===== src/design/hex_word_stream_loader_assert.svh =====
// assertion macros for the hex word stream loader
`ifndef HEX_WORD_STREAM_LOADER_ASSERT_SVH
`define HEX_WORD_STREAM_LOADER_ASSERT_SVH

`ifndef NO_ASSERTIONS
`define HWSL_ASSERT(label, clk, rst, prop) \
  label: assert property (@(posedge clk) disable iff (rst) prop) \
    else $error("hwsl assertion failed");
`define HWSL_ASSERT_IMP(label, clk, rst, ante, cons) \
  label: assert property (@(posedge clk) disable iff (rst) (ante) |-> (cons)) \
    else $error("hwsl implication failed");
`else
`define HWSL_ASSERT(label, clk, rst, prop)
`define HWSL_ASSERT_IMP(label, clk, rst, ante, cons)
`endif

`endif


===== src/design/hwsl_pkg.sv =====
package hwsl_pkg;

  typedef enum logic [1:0] {
    KIND_WRITE    = 2'd0,
    KIND_DONE     = 2'd1,
    KIND_BAD_TERM = 2'd2,
    KIND_OVERFLOW = 2'd3
  } kind_t;

  localparam logic [7:0] LF_CHAR = 8'h0a;

  localparam logic [3:0] PHASE_LINE_START = 4'd0;
  localparam logic [3:0] PHASE_FIRST_DIGIT = 4'd1;
  localparam logic [3:0] PHASE_LAST_DIGIT = 4'd7;
  localparam logic [3:0] PHASE_WAIT_LF = 4'd8;

  localparam logic [31:0] RESET_BASE = 32'h2004_0000;
  localparam logic [15:0] RESET_CAPACITY = 16'hff00;

  localparam logic CFG_BASE_ADDRESS = 1'b0;
  localparam logic CFG_CAPACITY_WORDS = 1'b1;

  typedef struct packed {
    logic [3:0]  phase;
    logic [31:0] acc;
    logic [15:0] count;
    logic        done;
  } state_t;

  typedef struct packed {
    kind_t       kind;
    logic [31:0] address;
    logic [31:0] data;
    logic [15:0] word_count;
  } result_t;

endpackage


===== src/design/hwsl_step.sv =====
module hwsl_step (
  input  hwsl_pkg::state_t  state,
  input  logic [7:0]        character,
  input  logic [31:0]       base_address,
  input  logic [15:0]       capacity_words,
  output hwsl_pkg::state_t  state_next,
  output logic              emit,
  output hwsl_pkg::result_t result
);

  function automatic logic [3:0] nybble_of(input logic [7:0] ch);
    logic [3:0] n;
    n = 4'd0;
    if (ch >= 8'h30 && ch <= 8'h39) begin
      n = ch[3:0];
    end else if ((ch >= 8'h61 && ch <= 8'h66) || (ch >= 8'h41 && ch <= 8'h46)) begin
      n = ch[3:0] + 4'd9;
    end
    return n;
  endfunction

  logic [31:0] aligned_base;
  logic [31:0] word_address;
  logic [31:0] acc_shift;
  logic [3:0]  nybble;
  logic        is_lf;

  assign aligned_base = {base_address[31:2], 2'b00};
  assign word_address = aligned_base + {14'd0, state.count, 2'b00};
  assign nybble = nybble_of(character);
  assign acc_shift = {state.acc[27:0], nybble};
  assign is_lf = (character == hwsl_pkg::LF_CHAR);

  always_comb begin
    state_next = state;
    emit = 1'b0;
    result.kind = hwsl_pkg::KIND_WRITE;
    result.address = word_address;
    result.data = acc_shift;
    result.word_count = state.count;
    if (state.done) begin
      emit = 1'b0;
    end else if (state.phase == hwsl_pkg::PHASE_WAIT_LF) begin
      state_next.phase = hwsl_pkg::PHASE_LINE_START;
      if (!is_lf) begin
        emit = 1'b1;
        result.kind = hwsl_pkg::KIND_BAD_TERM;
        result.address = aligned_base;
        result.data = {24'd0, character};
        state_next.count = 16'd0;
        state_next.acc = 32'd0;
      end
    end else if (state.phase == hwsl_pkg::PHASE_LINE_START ||
                 state.phase > hwsl_pkg::PHASE_WAIT_LF) begin
      if (is_lf) begin
        emit = 1'b1;
        result.kind = hwsl_pkg::KIND_DONE;
        result.data = state.acc;
        state_next.done = 1'b1;
      end else begin
        state_next.acc = {28'd0, nybble};
        state_next.phase = hwsl_pkg::PHASE_FIRST_DIGIT;
      end
    end else begin
      state_next.acc = acc_shift;
      if (state.phase < hwsl_pkg::PHASE_LAST_DIGIT) begin
        state_next.phase = state.phase + 4'd1;
      end else if (state.count >= capacity_words) begin
        emit = 1'b1;
        result.kind = hwsl_pkg::KIND_OVERFLOW;
        state_next.done = 1'b1;
      end else begin
        emit = 1'b1;
        result.word_count = state.count + 16'd1;
        state_next.count = state.count + 16'd1;
        state_next.phase = hwsl_pkg::PHASE_WAIT_LF;
      end
    end
  end

endmodule


===== src/design/hwsl_result_reg.sv =====
module hwsl_result_reg (
  input  logic              clk,
  input  logic              rst,
  input  logic              load,
  input  hwsl_pkg::result_t load_result,
  input  logic              out_ready,
  output logic              out_valid,
  output hwsl_pkg::result_t result
);

  logic out_valid_next;

  always_comb begin
    out_valid_next = out_valid;
    if (load) begin
      out_valid_next = 1'b1;
    end else if (out_ready) begin
      out_valid_next = 1'b0;
    end
  end

  always_ff @(posedge clk) begin
    if (rst) begin
      out_valid <= 1'b0;
    end else begin
      out_valid <= out_valid_next;
    end
  end

  always_ff @(posedge clk) begin
    if (load) begin
      result <= load_result;
    end
  end

endmodule


===== src/design/hex_word_stream_loader.sv =====
// Loads 32-bit words from an ASCII hex stream, one character per word on the input
// channel: eight hex digits per line, most significant first, then a newline. Each
// finished line gives one memory write at aligned base_address + 4 * count; an empty line ends
// the load with a finish report, after which input is swallowed until reset. A wrong
// line terminator reports an error and restarts at the base; a write past
// capacity_words reports overflow and halts. The input register and the result
// register sit on either side of a single decode and update step, so one character is
// taken every cycle but while a result waits downstream in the result register, the
// only throttle on input; each result is registered after its character and the step.
`include "hex_word_stream_loader_assert.svh"

module hex_word_stream_loader (
  input  logic        clk,
  input  logic        rst,
  input  logic        in_valid,
  output logic        in_ready,
  input  logic [7:0]  character,
  output logic        out_valid,
  input  logic        out_ready,
  output logic [1:0]  kind,
  output logic [31:0] address,
  output logic [31:0] data,
  output logic [15:0] word_count,
  input  logic        cfg_valid,
  output logic        cfg_ready,
  input  logic        cfg_index,
  input  logic [31:0] cfg_data
);

  logic              held;
  logic [7:0]        held_char;
  logic              advance;
  logic              emit;
  logic [31:0]       base_address;
  logic [15:0]       capacity_words;
  hwsl_pkg::state_t  state;
  hwsl_pkg::state_t  state_next;
  hwsl_pkg::result_t step_result;
  hwsl_pkg::result_t result;

  assign cfg_ready = 1'b1;

  always_ff @(posedge clk) begin
    if (rst) begin
      base_address <= hwsl_pkg::RESET_BASE;
      capacity_words <= hwsl_pkg::RESET_CAPACITY;
    end else if (cfg_valid && cfg_ready) begin
      case (cfg_index)
        hwsl_pkg::CFG_BASE_ADDRESS: base_address <= cfg_data;
        hwsl_pkg::CFG_CAPACITY_WORDS: capacity_words <= cfg_data[15:0];
        default: base_address <= base_address;
      endcase
    end
  end

  assign advance = held && (!emit || !out_valid || out_ready);
  assign in_ready = !held || advance;

  always_ff @(posedge clk) begin
    if (rst) begin
      held <= 1'b0;
    end else if (in_valid && in_ready) begin
      held <= 1'b1;
    end else if (advance) begin
      held <= 1'b0;
    end
  end

  always_ff @(posedge clk) begin
    if (in_valid && in_ready) begin
      held_char <= character;
    end
  end

  always_ff @(posedge clk) begin
    if (rst) begin
      state <= '0;
    end else if (advance) begin
      state <= state_next;
    end
  end

  hwsl_step u_step (
    .state          (state),
    .character      (held_char),
    .base_address   (base_address),
    .capacity_words (capacity_words),
    .state_next     (state_next),
    .emit           (emit),
    .result         (step_result)
  );

  hwsl_result_reg u_result_reg (
    .clk         (clk),
    .rst         (rst),
    .load        (advance && emit),
    .load_result (step_result),
    .out_ready   (out_ready),
    .out_valid   (out_valid),
    .result      (result)
  );

  assign kind = result.kind;
  assign address = result.address;
  assign data = result.data;
  assign word_count = result.word_count;

  `HWSL_ASSERT_IMP(a_done_silent, clk, rst, state.done, !(advance && emit))
  `HWSL_ASSERT(a_phase_range, clk, rst, state.phase <= hwsl_pkg::PHASE_WAIT_LF)
  `HWSL_ASSERT_IMP(a_write_in_capacity, clk, rst, out_valid && kind == hwsl_pkg::KIND_WRITE, word_count <= capacity_words)

endmodule


===== config.mk =====
export PLATFORM = sky130hd
export DESIGN_NAME = hex_word_stream_loader
export DESIGN_NICKNAME = d
export VERILOG_FILES = /design/src/design/hwsl_pkg.sv /design/src/design/hwsl_step.sv /design/src/design/hwsl_result_reg.sv /design/src/design/hex_word_stream_loader.sv
export VERILOG_INCLUDE_DIRS = /design/src /design/src/design
export SDC_FILE = /design/constraint.sdc
export NUM_CORES = 1
export LEC_CHECK = 0
export BUFFER_PORTS_ARGS = -buffer_cell sky130_fd_sc_hd__buf_4
export CORE_ASPECT_RATIO = 1.2
export CORE_MARGIN = 5
export CORE_UTILIZATION = 40
export DETAILED_ROUTE_END_ITERATION = 10
export GPL_TIMING_DRIVEN = 1
export PLACE_DENSITY = 0.67
export REMOVE_ABC_BUFFERS = 1
export SLEW_MARGIN = 10
export SYNTH_ARGS = -nofsm -noshare
export SYNTH_HDL_FRONTEND = slang
export SYNTH_HIERARCHICAL = 1
export SYNTH_SLANG_ARGS = --single-unit
export TNS_END_PERCENT = 1

===== constraint.sdc =====
create_clock -name clk -period 6.3 [get_ports clk]
set_clock_uncertainty 0.2 [all_clocks]
set_input_delay 1.575 -clock clk [delete_from_list [all_inputs] [get_ports clk]]
set_output_delay 1.575 -clock clk [all_outputs]
set_load 0.02 [all_outputs]

==> results.json <==
{
  "outcome": "finished clean",
  "worst_setup_path_start_kind": "flip-flop",
  "setup_viol": 0,
  "cts_max_level": 4,
  "setup.worst_path.class": "flip-flop to output pin",
  "syn_to_final_growth_pct": 16.86,
  "antennaDiodeCount": 0,
  "tightest_slew_ns": 1.144,
  "drc_errors": 0,
  "cts_resized": 0,
  "syn-instance-count": 1106,
  "maxCapViolCount": 0,
  "rsz0062_at_grt": "no",
  "final_util_pct": 47.03,
  "internal-power_mw": 2.041,
  "p_seq_share_pct": 50.4,
  "die-area_um2": 29710,
  "insertion_delay_ns": 0.43,
  "timing.hold.ws_ns": 0.2607,
  "switching_share_pct": 22.61,
  "use_met2_pct": 28.40,
  "yosysWarnings": 6,
  "p_switching_mw": 0.5962,
  "fmax_ghz": 0.1885,
  "cts_root_buf": "clkbuf_16",
  "peakVddDrop_mv": 0.1510,
  "fin_crit_ns": 5.306,
  "ant_nets": 0,
  "cts_tree": "done",
  "drive_gt1_share_pct": 16.28,
  "pin_count": 131,
  "final_nets": 1283,
  "r2r_start": "held_char[0]$_DFFE_PP_",
  "min_path_type": "flip-flop to flip-flop",
  "grt_max_degree": 92,
  "final.setup.tns_ns": 0,
  "drtIter0Drc": 473,
  "grt_usage_pct": 16.68,
  "drtPass1Iterations": 6,
  "portBuffers": 129,
  "hold_viol": 0,
  "critPathLaunch": "held_char[0]$_DFFE_PP_",
  "cts_buffer_depth": 2,
  "core_um2": 26190,
  "wirelength_um": 25250,
  "gr-usage-met1_pct": 21.85,
  "num_vias": 8214,
  "worstPathRequired_ns": 4.53,
  "crit_arrival_ns": 3.53,
  "met3_usage_pct": 2.770,
  "clk_pin_slew_ns": 0.07,
  "syn_area_per_cell_um2": 9.530,
  "rows": 65,
  "grt_pass1_wl_um": 40170,
  "cp_max_fo": 10,
  "globalRoute.busiestLayer": "met2",
  "via_per_inst": 5.317,
  "slew_viol_final": 0,
  "grt_antenna_before_repair": 0,
  "power.density_nw_per_um2": 214.1,
  "syn_area_um2": 10540,
  "avgRoutedWirePerCell_um": 16.34,
  "dp_hpwl_um": 17300,
  "initial_core_util_pct": 40.25,
  "hold_start": "capacity_words[1]$_SDFFE_PP0P_",
  "die_w_um": 158.2,
  "grt_pass1_vias": 7789,
  "cts_hold_buf": 0,
  "leakage_nw": 4.871,
  "min_period_over_period_pct": 84.22,
  "postCtsSetupBuffers": 0,
  "cts_buffers": 17,
  "die_y_um": 187.8,
  "combPwrFrac_pct": 6.0,
  "cts_sinks": 191,
  "place_congestion": 0.9149,
  "grt-ovfl-total": 0,
  "p_clk_share_pct": 43.6,
  "slew_headroom_pct": 23.74,
  "cp-end-kind": "output pin"
}
-- stage by stage --
| step | instance area [µm²] | setup WS, ns | cells | power (mW) |
|---|---|---|---|---|
| finish | 12320 | 0.9945 | 1545 | 2.638 |
| global route | 12320 | 0.6510 | 1545 | 2.733 |
| CTS | 12320 | 0.9278 | 1545 | 2.664 |
| detailed placement | 11690 | 1.398 | 1513 | 1.516 |
| global placement | 11690 | 1.506 | 1513 | 1.514 |
| floorplan | 10190 | -0.1923 | 1039 | 1.450 |
-- flip-flops by register name, summed over array words and instances (netlist names) --
name,flops
u_result_reg/result,82
state,53
base_address,30
capacity_words,16
held_char,8
held,1
u_result_reg/out_valid,1
-- final cells by class --
cell class	count	area [µm²]
inverters	32	120.1
clock inverters	13	176.4
repair buffers	139	1044
multi-input cells	816	5380
fillers	2469	13870
flip-flops and latches	191	4725
well taps	335	419.2
clock buffers	19	452.9
-- worst max-delay path: stages (launching register included) --
cell,delay (ns)
edfxtp_1,0.47
inv_1,0.15
ha_1,0.16
nand4bb_1,0.39
nor2_1,0.38
a21oi_1,0.23
o21ai_1,0.55
o21ai_0,0.37
nand4b_1,0.24
buf_4,0.17
-- final timing paths --
path,endpoint,slack [ns],cells past startpoint
min,capacity_words[1]$_SDFFE_PP0P_,0.26,2
max reg2reg,u_result_reg/result[65]$_DFFE_PP_,1.80,10
min reg2reg,capacity_words[1]$_SDFFE_PP0P_,0.26,2
max,in_ready,0.99,9
-- layer usage --
metal  share of wire [%]  routed length [µm]  up-vias
li1                    -                   -     4111
met5                   0                   0        -
met3                 4.5                1132       30
met1                  44               11160     3876
met2                  50               12550      197
met4                 1.6                 406        0
-- power by group through the flow --
| stage | registers [mW] | logic [mW] | clock network, mW |
|---|---|---|---|
| final | 1.33 | 0.159 | 1.15 |
| after global routing | 1.33 | 0.176 | 1.23 |
| after CTS | 1.33 | 0.159 | 1.17 |
| after detailed placement | 1.36 | 0.158 | 0 |
| after global placement | 1.36 | 0.157 | 0 |
| after floorplan | 1.35 | 0.0967 | 0 |
-- placed cells by master (no fill, tap or decap), types with 7 or more instances in the layout --
cell type  instances
o31ai_1            7
o21a_1            14
ha_1              39
nand3b_1          10
o21ai_0           44
and4_1             7
a22o_1            41
a21o_1            10
nor3_1            10
mux2i_1           58
nand2b_1         112
buf_4            139
nand3_1           18
a211oi_1           7
nand2_1          167
clkbuf_16         17
dfxtp_1          101
xor2_1            25
xnor2_1           14
nor2_1            39
nand4_1            7
inv_1             32
edfxtp_1          90
and2_1             8
a21oi_1           78
Note: power is estimated with default switching activity, not from simulation.
